**src/sv/assert_macros.svh**
```systemverilog
// ---------------------------------------------------------------------------
// Assertion macros shared by the RTL that checks itself.
// ---------------------------------------------------------------------------
`ifndef ASSERT_MACROS_SVH
`define ASSERT_MACROS_SVH

// Same-cycle implication, sampled on clk and idle during reset.
`define KMI_ASSERT_IMPLY(label, ante, cons, msg) \
	label: assert property (@(posedge clk) disable iff (!arst_n) (ante) |-> (cons)) \
		else $error(msg);

// Next-cycle implication, sampled on clk and idle during reset.
`define KMI_ASSERT_NEXT(label, ante, cons, msg) \
	label: assert property (@(posedge clk) disable iff (!arst_n) (ante) |=> (cons)) \
		else $error(msg);

`endif

```
**src/sv/kmi_pkg.sv**
```systemverilog
// ---------------------------------------------------------------------------
// kmi_pkg
// Types and constants shared by the keyboard matrix injector modules.
// ---------------------------------------------------------------------------
`default_nettype none

package kmi_pkg;

	localparam int MIN_HOLD_TICKS = 3;
	localparam int QUEUE_DEPTH    = 2;

	// Request kinds as they arrive on the stream.
	localparam logic [2:0] MODE_KEY       = 3'd0;
	localparam logic [2:0] MODE_JOY_BYTE  = 3'd1;
	localparam logic [2:0] MODE_SCAN_TICK = 3'd2;
	localparam logic [2:0] MODE_QUERY     = 3'd3;
	localparam logic [2:0] MODE_JOY_READ  = 3'd4;

	// Configuration register indexes.
	localparam logic REG_RELEASE_DETECT = 1'b0;
	localparam logic REG_SWAP_PORTS     = 1'b1;

	// Joystick direction bit positions.
	localparam logic [2:0] JOY_UP    = 3'd0;
	localparam logic [2:0] JOY_DOWN  = 3'd1;
	localparam logic [2:0] JOY_LEFT  = 3'd2;
	localparam logic [2:0] JOY_RIGHT = 3'd3;

	typedef enum logic [2:0] {
		OP_NONE,
		OP_KEY,
		OP_JOY,
		OP_TICK,
		OP_QUERY,
		OP_JOY_READ
	} op_t;

	typedef struct packed {
		op_t        op;
		logic [7:0] code_a;
		logic [7:0] code_b;
		logic [2:0] mods;
	} cmd_t;

	typedef struct packed {
		logic full;
		logic empty;
	} q_status_t;

endpackage

`default_nettype wire

```
**src/sv/kmi_front.sv**
```systemverilog
// ---------------------------------------------------------------------------
// kmi_front
// Accepts stream requests, decodes the mode into a command and queues it.
// ---------------------------------------------------------------------------
`default_nettype none

module kmi_front import kmi_pkg::*; (
	input  wire logic        s_tvalid,
	output logic             s_tready,
	input  wire logic [23:0] s_tdata,   // first_code[7:0], second_code[15:8], modifier_bits[18:16]
	input  wire logic [2:0]  s_tuser,   // mode[2:0]
	input  wire q_status_t   q_stat,
	output logic             push,
	output cmd_t             cmd
);

	op_t op;

	always_comb begin
		case (s_tuser)
			MODE_KEY:       op = OP_KEY;
			MODE_JOY_BYTE:  op = OP_JOY;
			MODE_SCAN_TICK: op = OP_TICK;
			MODE_QUERY:     op = OP_QUERY;
			MODE_JOY_READ:  op = OP_JOY_READ;
			default:        op = OP_NONE;
		endcase
	end

	assign s_tready = !q_stat.full;

	// Unused modes are taken and dropped here; they never reach the queue.
	assign push = s_tvalid && s_tready && (op != OP_NONE);

	always_comb begin
		cmd.op     = op;
		cmd.code_a = s_tdata[7:0];
		cmd.code_b = s_tdata[15:8];
		cmd.mods   = s_tdata[18:16];
	end

endmodule

`default_nettype wire

```
**src/sv/kmi_fifo.sv**
```systemverilog
// ---------------------------------------------------------------------------
// kmi_fifo
// Short command queue between the front end and the back end.
// ---------------------------------------------------------------------------
`default_nettype none

module kmi_fifo import kmi_pkg::*; #(
	parameter int DEPTH = QUEUE_DEPTH
) (
	input  wire logic      clk,
	input  wire logic      arst_n,
	input  wire logic      push,
	input  wire cmd_t      push_cmd,
	input  wire logic      pop,
	output cmd_t           head,
	output q_status_t      q_stat
);

	localparam int PW = (DEPTH > 1) ? $clog2(DEPTH) : 1;
	localparam int CW = $clog2(DEPTH + 1);
	localparam logic [PW-1:0] LAST = PW'(DEPTH - 1);
	localparam logic [CW-1:0] FULL_COUNT = CW'(DEPTH);

	cmd_t          entry_q [DEPTH];
	logic [PW-1:0] wr_ptr_q;
	logic [PW-1:0] rd_ptr_q;
	logic [CW-1:0] count_q;

	always_ff @(posedge clk) begin
		if (push) begin
			entry_q[wr_ptr_q] <= push_cmd;
		end
	end

	always_ff @(posedge clk or negedge arst_n) begin
		if (!arst_n) begin
			wr_ptr_q <= '0;
			rd_ptr_q <= '0;
			count_q  <= '0;
		end else begin
			if (push) begin
				wr_ptr_q <= (wr_ptr_q == LAST) ? '0 : wr_ptr_q + 1'b1;
			end
			if (pop) begin
				rd_ptr_q <= (rd_ptr_q == LAST) ? '0 : rd_ptr_q + 1'b1;
			end
			if (push && !pop) begin
				count_q <= count_q + 1'b1;
			end else if (pop && !push) begin
				count_q <= count_q - 1'b1;
			end
		end
	end

	assign head         = entry_q[rd_ptr_q];
	assign q_stat.full  = (count_q == FULL_COUNT);
	assign q_stat.empty = (count_q == '0);

endmodule

`default_nettype wire

```
**src/sv/kmi_back.sv**
```systemverilog
// ---------------------------------------------------------------------------
// kmi_back
// Executes queued commands on the key, matrix and joystick state and
// registers the read results.
// ---------------------------------------------------------------------------
`default_nettype none

module kmi_back import kmi_pkg::*; (
	input  wire logic       clk,
	input  wire logic       arst_n,
	input  wire logic       cfg_we,
	input  wire logic       cfg_index,
	input  wire logic       cfg_data,
	input  wire q_status_t  q_stat,
	input  wire cmd_t       head,
	output logic            pop,
	output logic            m_tvalid,
	input  wire logic       m_tready,
	output logic [7:0]      m_tdata    // read_data[7:0]
);

	localparam logic [7:0] COL_SHIFT = 8'hfd;
	localparam logic [7:0] COL_RSHIFT = 8'hbf;
	localparam logic [7:0] COL_CTRL = 8'h7f;
	localparam logic [7:0] ALL_ONES = 8'hff;
	localparam logic [7:0] RELEASE_BYTE = 8'hff;
	localparam logic [1:0] HOLD_MIN = 2'(MIN_HOLD_TICKS);
	localparam logic [1:0] HOLD_SAT = 2'd3;

	logic       release_detect_q;
	logic       swap_ports_q;
	logic [7:0] key_column_q;
	logic [7:0] key_row_q;
	logic [2:0] modifiers_q;
	logic       key_held_q;
	logic [1:0] hold_count_q;
	logic [7:0] shown_column_q;
	logic [7:0] shown_row_q;
	logic [7:0] joystick_q;
	logic       out_valid_q;
	logic [7:0] out_data_q;

	logic       produces;
	logic       exec;
	logic       show_key;
	logic [7:0] c1;
	logic [7:0] c2;
	logic [7:0] query_rows;
	logic [7:0] joy_next;

	// Row bits seen for a column select, with the modifier keys faked in.
	function automatic logic [7:0] matrix_rows(input logic [7:0] sel, input logic [7:0] col,
			input logic [7:0] row, input logic [2:0] mods);
		logic [7:0] r;
		if (sel == 8'h00) begin
			r = row;
		end else if (mods[0] && mods[2]) begin
			r = (sel == col) ? row : ALL_ONES;
		end else if (!sel[1] && mods[0]) begin
			r = (col == COL_SHIFT) ? (row & 8'h7f) : 8'h7f;
		end else if (!sel[6] && mods[0]) begin
			r = (col == COL_RSHIFT) ? (row & 8'hef) : 8'hef;
		end else if (!sel[7] && mods[1]) begin
			r = (col == COL_CTRL) ? (row & 8'hfb) : 8'hfb;
		end else if (!sel[7] && mods[2]) begin
			r = (col == COL_CTRL) ? (row & 8'hdf) : 8'hdf;
		end else begin
			r = (sel == col) ? row : ALL_ONES;
		end
		return r;
	endfunction

	assign produces = (head.op == OP_QUERY) || (head.op == OP_JOY_READ);
	assign pop      = !q_stat.empty && (!produces || !out_valid_q || m_tready);
	assign exec     = pop;

	assign show_key = (release_detect_q && key_held_q) || (hold_count_q < HOLD_MIN);
	assign c1 = swap_ports_q ? shown_row_q : shown_column_q;
	assign c2 = swap_ports_q ? shown_column_q : shown_row_q;
	assign query_rows = matrix_rows(head.code_a, c1, c2, modifiers_q);

	// A press clears its bit and forces the opposite direction released.
	always_comb begin
		joy_next = joystick_q;
		if (head.code_a[6:3] == 4'd0) begin
			if (head.code_a[7]) begin
				joy_next[head.code_a[2:0]] = 1'b1;
			end else begin
				joy_next[head.code_a[2:0]] = 1'b0;
				case (head.code_a[2:0])
					JOY_LEFT:  joy_next[JOY_RIGHT] = 1'b1;
					JOY_RIGHT: joy_next[JOY_LEFT] = 1'b1;
					JOY_UP:    joy_next[JOY_DOWN] = 1'b1;
					JOY_DOWN:  joy_next[JOY_UP] = 1'b1;
					default:   ;
				endcase
			end
		end
	end

	always_ff @(posedge clk or negedge arst_n) begin
		if (!arst_n) begin
			release_detect_q <= 1'b1;
			swap_ports_q     <= 1'b0;
			modifiers_q      <= '0;
			key_held_q       <= 1'b0;
			hold_count_q     <= HOLD_SAT;
			shown_column_q   <= ALL_ONES;
			shown_row_q      <= ALL_ONES;
			joystick_q       <= ALL_ONES;
			out_valid_q      <= 1'b0;
		end else begin
			if (cfg_we) begin
				case (cfg_index)
					REG_RELEASE_DETECT: release_detect_q <= cfg_data;
					REG_SWAP_PORTS:     swap_ports_q <= cfg_data;
					default:            ;
				endcase
			end
			if (exec) begin
				case (head.op)
					OP_KEY: begin
						modifiers_q  <= head.mods;
						hold_count_q <= '0;
						key_held_q   <= 1'b1;
					end
					OP_JOY: begin
						if (head.code_a == RELEASE_BYTE) begin
							key_held_q <= 1'b0;
						end
						joystick_q <= joy_next;
					end
					OP_TICK: begin
						if (show_key) begin
							shown_column_q <= key_column_q;
							shown_row_q    <= key_row_q;
							if (hold_count_q != HOLD_SAT) begin
								hold_count_q <= hold_count_q + 1'b1;
							end
						end else begin
							shown_column_q <= ALL_ONES;
							shown_row_q    <= ALL_ONES;
						end
					end
					default: ;
				endcase
			end
			if (exec && produces) begin
				out_valid_q <= 1'b1;
			end else if (m_tready) begin
				out_valid_q <= 1'b0;
			end
		end
	end

	always_ff @(posedge clk) begin
		if (exec && (head.op == OP_KEY)) begin
			key_column_q <= head.code_a;
			key_row_q    <= head.code_b;
		end
		if (exec && produces) begin
			out_data_q <= (head.op == OP_QUERY) ? query_rows : joystick_q;
		end
	end

	assign m_tvalid = out_valid_q;
	assign m_tdata  = out_data_q;

endmodule

`default_nettype wire

```
**src/sv/keyboard_matrix_injector_unit.sv**
```systemverilog
// A request is accepted when the command queue has room; a query or joystick read
// shows its result on m_tvalid after the queue entry and the output register, other
// requests give none. Throughput is one request per cycle while m_tready takes read
// results, set by the execute stage in the back end fed from a two-entry command queue.
// arst_n clears the queue and output valid and restores register and key/joystick
// reset values; no clearing pass is needed.
// ---------------------------------------------------------------------------
// keyboard_matrix_injector_unit
// Keyboard matrix and joystick port emulation fed by remote key events.
// ---------------------------------------------------------------------------
`default_nettype none
`include "assert_macros.svh"

module keyboard_matrix_injector_unit import kmi_pkg::*; #(
	parameter int QDEPTH = QUEUE_DEPTH
) (
	input  wire logic        clk,
	input  wire logic        arst_n,
	input  wire logic        cfg_we,
	input  wire logic        cfg_index,
	input  wire logic        cfg_data,
	input  wire logic        s_tvalid,
	output logic             s_tready,
	input  wire logic [23:0] s_tdata,   // first_code[7:0], second_code[15:8], modifier_bits[18:16]
	input  wire logic [2:0]  s_tuser,   // mode[2:0]
	output logic             m_tvalid,
	input  wire logic        m_tready,
	output logic [7:0]       m_tdata    // read_data[7:0]
);

	q_status_t q_stat;
	cmd_t      push_cmd;
	cmd_t      head;
	logic      push;
	logic      pop;
	logic      read_pop;

	kmi_front u_front (
		.s_tvalid (s_tvalid),
		.s_tready (s_tready),
		.s_tdata  (s_tdata),
		.s_tuser  (s_tuser),
		.q_stat   (q_stat),
		.push     (push),
		.cmd      (push_cmd)
	);

	kmi_fifo #(
		.DEPTH (QDEPTH)
	) u_fifo (
		.clk      (clk),
		.arst_n   (arst_n),
		.push     (push),
		.push_cmd (push_cmd),
		.pop      (pop),
		.head     (head),
		.q_stat   (q_stat)
	);

	kmi_back u_back (
		.clk       (clk),
		.arst_n    (arst_n),
		.cfg_we    (cfg_we),
		.cfg_index (cfg_index),
		.cfg_data  (cfg_data),
		.q_stat    (q_stat),
		.head      (head),
		.pop       (pop),
		.m_tvalid  (m_tvalid),
		.m_tready  (m_tready),
		.m_tdata   (m_tdata)
	);

	assign read_pop = pop && ((head.op == OP_QUERY) || (head.op == OP_JOY_READ));

	`KMI_ASSERT_IMPLY(a_pop_nonempty, pop, !q_stat.empty, "pop from an empty command queue")
	`KMI_ASSERT_NEXT(a_push_kept, push && !pop, !q_stat.empty, "queued command was lost")
	`KMI_ASSERT_NEXT(a_read_result, read_pop, m_tvalid, "read executed without a result")

endmodule

`default_nettype wire

```
**config.mk**
```make
export PLATFORM = sky130hd
export DESIGN_NAME = keyboard_matrix_injector_unit
export DESIGN_NICKNAME = d
export VERILOG_FILES = /design/src/sv/kmi_pkg.sv /design/src/sv/kmi_front.sv /design/src/sv/kmi_fifo.sv /design/src/sv/kmi_back.sv /design/src/sv/keyboard_matrix_injector_unit.sv
export VERILOG_INCLUDE_DIRS = /design/src /design/src/sv
export SDC_FILE = /design/constraint.sdc
export NUM_CORES = 1
export LEC_CHECK = 0
export BUFFER_PORTS_ARGS = -buffer_cell sky130_fd_sc_hd__buf_2
export CAP_MARGIN = 20
export CORE_UTILIZATION = 35
export DETAILED_ROUTE_END_ITERATION = 7
export HOLD_SLACK_MARGIN = 0.06
export PLACE_DENSITY = 0.62
export SYNTH_ARGS = -nofsm -noshare
export SYNTH_HDL_FRONTEND = slang
export SYNTH_SLANG_ARGS = --single-unit
```
**constraint.sdc**
```tcl
create_clock -name clk -period 2.65 [get_ports clk]
set_input_delay 0.53 -clock clk [delete_from_list [all_inputs] [get_ports clk]]
set_output_delay 0.53 -clock clk [all_outputs]
set_load 0.03 [all_outputs]
```
## Yosys cells after proc, flatten, opt, wreduce, memory -nomap -nowiden

Memory sizes are Yosys's and may differ from the RTL's.
Cells that the tools add are included.

| storage, ports and cells | value |
|---|---|
| logic and storage cells | 131 |
| bits of input ports | 34 |
| output and inout port bits | 10 |
| register bits | 61 |
| memories | 1 |
| RAM bits | 44 |

| operators by class | value |
|---|---|
| reductions and logical operators | 44 |
| equal/unequal tests | 22 |
| bitwise logic cells | 4 |
| mux-type cells | 37 |
| magnitude comparators | 3 |
| add/subtract/negate cells | 5 |

Memory list:

| memory | depth | width | read ports | clocked after Yosys merged registers in | write ports | line | source |
|---|---|---|---|---|---|---|---|
| u_fifo.entry_q | 2 | 22 | 1 | 0 | 1 | kmi_fifo.sv:24 | `cmd_t entry_q [DEPTH];` |

Operators by type and width:

| kind | count |
|---|---|
| $mux W8 | 16 |
| $eq A8 B8 Y1 const B | 3 |
| $eq A3 B2 Y1 const B | 6 |
| $pmux W3 S5 | 1 |
| $logic_and A1 B1 Y1 | 14 |
| $mux W1 | 12 |
| $eq A3 B1 Y1 const B | 3 |
| $eq A3 B3 Y1 const B | 3 |
| $logic_not A1 Y1 | 9 |
| $and A8 B8 Y8 | 1 |
| $eq A8 B7 Y1 const B | 1 |
| $eq A8 B8 Y1 | 1 |
| $logic_not A8 Y1 | 1 |
| $mux W2 | 4 |
| $not A8 Y8 | 1 |
| $or A8 B8 Y8 | 1 |
| $reduce_and A2 Y1 | 4 |
| $reduce_bool A2 Y1 | 4 |
| $mux W7 | 1 |
| $logic_not A3 Y1 | 2 |
| $ne A2 B1 Y1 const B | 3 |
| $reduce_and A3 Y1 | 2 |
| $add A2 B1 Y2 const B | 2 |
| $logic_not A4 Y1 | 1 |
| 15 further kinds | 19 |

## Logic depth before layout (Yosys ltp)

| depth | value |
|---|---|
| word-level depth | 10 |
| gate-level depth with buffers | 9 |
| gate-level depth less buffers | 8 |

## By module

Synthesis repeated with hierarchy kept, for this count alone.

| unflattened totals | value |
|---|---|
| cells, all modules | 381 |
| area, all modules | 4952.2 um2 |

By module, submodules not included:

| module | cells each | seq. area each (um2) | instances | area each (um2) |
|---|---|---|---|---|
| kmi_back | 269 | 1580.3 | 1 | 2982.9 |
| kmi_fifo | 84 | 1421.4 | 1 | 1778.0 |
| kmi_front | 28 | 0.0 | 1 | 191.4 |

## Worst setup path before layout

Ideal clock, no wire load.

| timing path | value |
|---|---|
| kind | reg2reg |
| from | register u_fifo.count_q[0] |
| to | memory u_fifo.entry_q[0][0] in the netlist's numbering, enable pin |
| required time | 2249 ps |
| buffers on the path | 0 |
| data arrival time | 1891 ps |
| path slack | 358 ps |
| cell stages (with the launch flop) | 4 |
| setup time | 401 ps |
| clock period less this slack | 2292 ps |
| cells stage by stage | dfrtp_1 nand2b_1 nand3_1 nor2_1 |

| between the ends | value |
|---|---|
| word-level cells in the longest chain between the ends | 6 |

Ends and longest elaborated chain:

| item | line | source |
|---|---|---|
| start: declaration | kmi_fifo.sv:27 | `logic [CW-1:0] count_q;` |
| start signal: assignment | kmi_fifo.sv:48 | `count_q <= count_q + 1'b1;` |
| start signal: assignment | kmi_fifo.sv:50 | `count_q <= count_q - 1'b1;` |
| $eq A2 B2 Y1 | kmi_fifo.sv:56 | `assign q_stat.full = (count_q == FULL_COUNT);` |
| $logic_not A1 Y1 | kmi_front.sv:30 | `assign s_tready = !q_stat.full;` |
| named net s_tready | keyboard_matrix_injector_unit.sv:23 | `output logic s_tready,` |
| $logic_and A1 B1 Y1 (2 in series) | kmi_front.sv:33 | `assign push = s_tvalid && s_tready && (op != OP_NONE);` |
| $mux W1 | kmi_fifo.sv:30 | `if (push) begin` |
| $mux W1 (implied by the code) | kmi_fifo.sv:31 | `entry_q[wr_ptr_q] <= push_cmd;` |
| end: declaration | kmi_fifo.sv:24 |  |

The timed path passes the listed nets, and every way through them passes these cells.

## Final worst setup path

| timing path | value |
|---|---|
| from | register u_fifo.rd_ptr_q |
| to | register u_back.out_data_q[5] (netlist: u_back.m_tdata[5]) (data pin) |

| between the ends | value |
|---|---|
| word-level cells in the longest chain between the ends | 10 |
| elaborated cells between the ends (all ways) | 19 |
| those cells by class | 2 x eq/ne; 8 x mux; 8 x reduce/logical; 1 x memory |

Ends and longest elaborated chain:

| item | line | source |
|---|---|---|
| start: declaration | kmi_fifo.sv:26 | `logic [PW-1:0] rd_ptr_q;` |
| start signal: assignment | kmi_fifo.sv:45 | `rd_ptr_q <= (rd_ptr_q == LAST) ? '0 : rd_ptr_q + 1'b1;` |
| $mem_v2 Z2 W22 * | -- |  |
| $eq A8 B8 Y1 or $logic_not A1 Y1 (tied branches) | -- |  |
| $mux W8 or $logic_and A1 B1 Y1 (tied branches) | kmi_back.sv:58, kmi_back.sv:68, kmi_back.sv:65 |  |
| $mux W8 | kmi_back.sv:65 | `end else if (!sel[7] && mods[2]) begin` |
| $mux W8 | kmi_back.sv:63 | `end else if (!sel[7] && mods[1]) begin` |
| $mux W8 | kmi_back.sv:61 | `end else if (!sel[6] && mods[0]) begin` |
| $mux W8 | kmi_back.sv:59 | `end else if (!sel[1] && mods[0]) begin` |
| $mux W8 | kmi_back.sv:57 | `end else if (mods[0] && mods[2]) begin` |
| $mux W8 | kmi_back.sv:55 | `if (sel == 8'h00) begin` |
| $mux W8 * | kmi_back.sv:162 | `out_data_q <= (head.op == OP_QUERY) ? query_rows : joystick_q;` |
| end signal: assignment | kmi_back.sv:162 |  |
| end: declaration | kmi_back.sv:41 | `logic [7:0] out_data_q;` |

Mark *: on every way between the ends. The rest lies on a longest branch, timed or not.
A chain may end at the register's enable or synchronous reset.

==> metrics.yaml <==
status:
  run_status: "finished, final reports clean"
synthesis:
  number_of_synthesized_flops_with_an_enable_pin: 68
  synth_area_leader_cell: "edfxtp_1"
  synth.top_cells.by_count: "edfxtp_1 (68), nor2_1 (39), o21ai_0 (31), nand2_1 (29), dfstp_2 (27)"
  synth_warnings: 0
  ys_dominant_reg_cell: "edfxtp_1"
  post-synth-top-count-cell: "edfxtp_1"
  synth-seq-cells: 105
  synth_largest_type_area_fraction_pct: 41.7
  postSynthNetCount: 432
  netlist_instances: 396
  synth_area_leaders: "edfxtp_1 (42%), dfstp_2 (14%), dfrtp_1 (5.1%)"
  synth.cell_area_um2: 4900
  asyncSetResetFlopFracSynth_pct: 35.2
  postSynthAreaPerCell_um2: 12.4
  seq_area_frac_synth_pct: 61.3
  yosys.cell_types.count: 59
sta:
  max-slew-margin-rel_pct: 41.7
  achievable-frequency_mhz: 396
  setup_failing_eps_final: 0
  tightestPinTransition_ns: 0.874
  hold-worst-slack_ns: 0.298
  tmin_final_ns: 2.52
  clock_skew_ns: 0.00702
  finalSetupTns_ns: 0
  hold_violations: 0
  portion_of_the_clock_cycle_consumed_by_the_worst_path_in_the_final_layout_pct: 95.3
  final-max-slew-violation-count: 0
  grt_setup_unrepaired: "no"
setup_path:
  timing.critical_path.max_delay_family: "simple AND/OR/NAND/NOR gates"
  timing.critical_path.buf_inv: 1
  max_stage_delay_ns: 0.51
  timing.setup.critical_path_class: "register to register"
  crit_path_start: "u_fifo.rd_ptr_q$_DFFE_PN0P_"
  timing.critical_path.fanout_max: 6
  worst_ep_required_time_ns: 2.74
  rr_startpoint: "u_fifo.rd_ptr_q$_DFFE_PN0P_"
  sort_of_element_at_the_end_of_the_critical_path: "register"
  cells_along_the_critical_path: "buf_4, or3b_2, and2_1, or2_2, nor2_1, o211a_1, a32oi_1"
  worst_ep_arrival_time_ns: 2.61
  crit_path_start_kind: "register"
  critPathSlowestCell: "or3b_2"
placed_design:
  place.gp.congestion: 0.840
  port-buffer-count: 38
  dp_hpwl_um: 7730
floorplanning:
  rows: 42
  floorplan.initialDensity_pct: 36.4
  die_w_um: 120
  die_area_um2: 14500
  ioPinCount: 44
  floorplan.die.height_um: 120
  placeableCoreArea_um2: 13500
clock_tree:
  cts_stage_hold_buffer_count: 0
  clockBufferDepth: 2
  worstSkewPairLatency_ns: 0.35
  post-cts-setup-buffers: 0
  clkTransAtPathRegs_ns: 0.07
  cts.root.buffer_cell: "clkbuf_16"
  tritoncts.num_buffers: 9
  htree_num_levels: 3
  clock_tree_from_tritoncts: "yes"
  cts_resized: 0
  sinks_on_the_clock_net: 105
final_layout:
  drive_above_1_share_pct: 31.0
  area_growth_syn_to_layout_pct: 17.6
  area_of_combinational_cells_with_multiple_inputs_um2: 1780
  layout.area.seq_um2: 3000
  fill_cells: 1313
  antenna-diode-count: 0
  nets_final: 493
global_route:
  grt_start_max_net_pins: 38
  grt_first_pass_wirelength_um: 16900
  globalRouteTotalUtil_pct: 15.6
  grt_pass1_vias: 3229
  antenna_violations_before_repair: 0
  grt.overflow.total: 0
power_and_ir_drop:
  share_clk_of_total_power_pct: 21.3
  power.share.switching_pct: 35.8
  leakagePower_nw: 2.20
  comb_power_share_pct: 34.4
  cell_internal_pwr_mw: 3.90
  seq_power_share_pct: 44.3
  totalPowerFinal_mw: 6.07
  switchingPower_mw: 2.17
  peakVddDrop_uv: 411
  power.density_cell_area_nw_per_um2: 1050
routing:
  vias: 3286
  drc_errors: 0
  wire_per_inst_um: 16.4
  dr.first_iter.drc_count: 163
  number_of_nets_with_antenna_violations_after_routing: 0
  post_drt_via_cell_ratio: 5.15
  drt-total-wl_um: 10500
  first_pass_iters: 5
job:
  drv.max_cap_violation_count: 0
min_path:
  worstHoldPathType: "input pin to async pin"
cell families (layout without fill, tap and decap cells):
kind of cell	Yosys count	count (layout)	synth area share, %
buffers and inverters	29	95	2.55
AOI/OAI and AO/OA	83	83	11.3
DFF	105	105	61.3
and+or+nand+nor	118	118	11.8
adders and majority gates	2	2	0.511
xor gates and xnor gates	14	14	2.50
muxes	45	45	10.0
flip-flops by register name, summed over array words and instances (netlist names), 2 cells and up, named ones only:
signal / flops
u_back.key_column_q: 8
u_back.modifiers_q: 3
u_fifo.entry_q: 44
u_back.key_row_q: 8
u_back.shown_row_q: 8
u_back.shown_column_q: 8
u_back.joystick_q: 4
u_fifo.count_q: 2
u_back.m_tdata: 8
u_back.hold_count_q: 2
cell type report:
cell class | instances | share of cell area (%)
repair buffers | 65 | 7.04
clock buffers | 9 | 3.91
multi-input cells | 262 | 31.0
inverters | 14 | 0.912
flip-flops and latches | 105 | 52.2
well taps | 176 | 3.82
clock inverters | 7 | 1.22
through the flow:
step | worst slack, ns | instance area, um2 | instances | utilization (%)
CTS | 0.0954 | 5750 | 638 | 42.7
detailed placement | 0.122 | 5450 | 622 | 40.5
global placement | 0.107 | 5450 | 622 | 40.5
global route | 0.0157 | 5760 | 638 | 42.8
floorplan | 0.358 | 4900 | 396 | -
finish | 0.126 | 5760 | 638 | 42.8
per-layer routing:
layer | routed length, um | global-route usage, %
met5 | 0 | 0
met4 | 226 | 8.26
met1 | 5030 | 20.7
met3 | 347 | 2.50
met2 | 4880 | 24.5
layout by cell type (no fill, tap or decap), types with 3 or more instances in the layout:
cell / netlist / routed
nor3_1: 8 / 8
mux2_2: 20 / 20
xor2_1: 5 / 5
nand4_1: 6 / 6
nand4b_1: 3 / 3
edfxtp_1: 68 / 68
inv_1: 11 / 11
dfstp_2: 27 / 27
nor2_1: 39 / 38
a221o_1: 3 / 3
buf_4: 1 / 26
a31oi_1: 4 / 4
a21oi_1: 11 / 11
and2_1: 5 / 5
nor4_1: 8 / 7
a211oi_1: 3 / 3
mux2i_1: 23 / 22
nand3_1: 6 / 6
nand2_1: 29 / 29
buf_2: 4 / 38
dfrtp_1: 10 / 8
inv_2: 3 / 3
clkbuf_16: 0 / 9
xnor2_1: 9 / 9
o21ai_0: 31 / 31
nand2b_1: 3 / 3
a211o_1: 5 / 5
worst paths after layout:
check / endpoint / slack [ns] / depth (start not counted)
max in group asynchronous: u_fifo.rd_ptr_q$_DFFE_PN0P_ / 1.75 / 1
max reg2reg: u_back.m_tdata[5]$_DFFE_PP_ / 0.13 / 7
min in group clk: u_fifo.entry_q[0][4]$_DFFE_PP_ / 0.36 / 1
max: u_back.m_tdata[5]$_DFFE_PP_ / 0.13 / 7
min reg2reg: u_back.shown_column_q[3]$_DFFE_PN1P_ / 0.49 / 2
min: u_back.swap_ports_q$_DFFE_PN0P_ / 0.30 / 1
power groups by stage:
stage	registers, mW	clock network [mW]	logic [mW]
final	2.69	1.30	2.09
after detailed placement	2.72	0	2.09
after floorplan	2.67	0	1.43
after CTS	2.69	1.35	2.10
after global placement	2.70	0	2.06
after global routing	2.75	1.40	2.31
(Power assumes the default switching activity.)
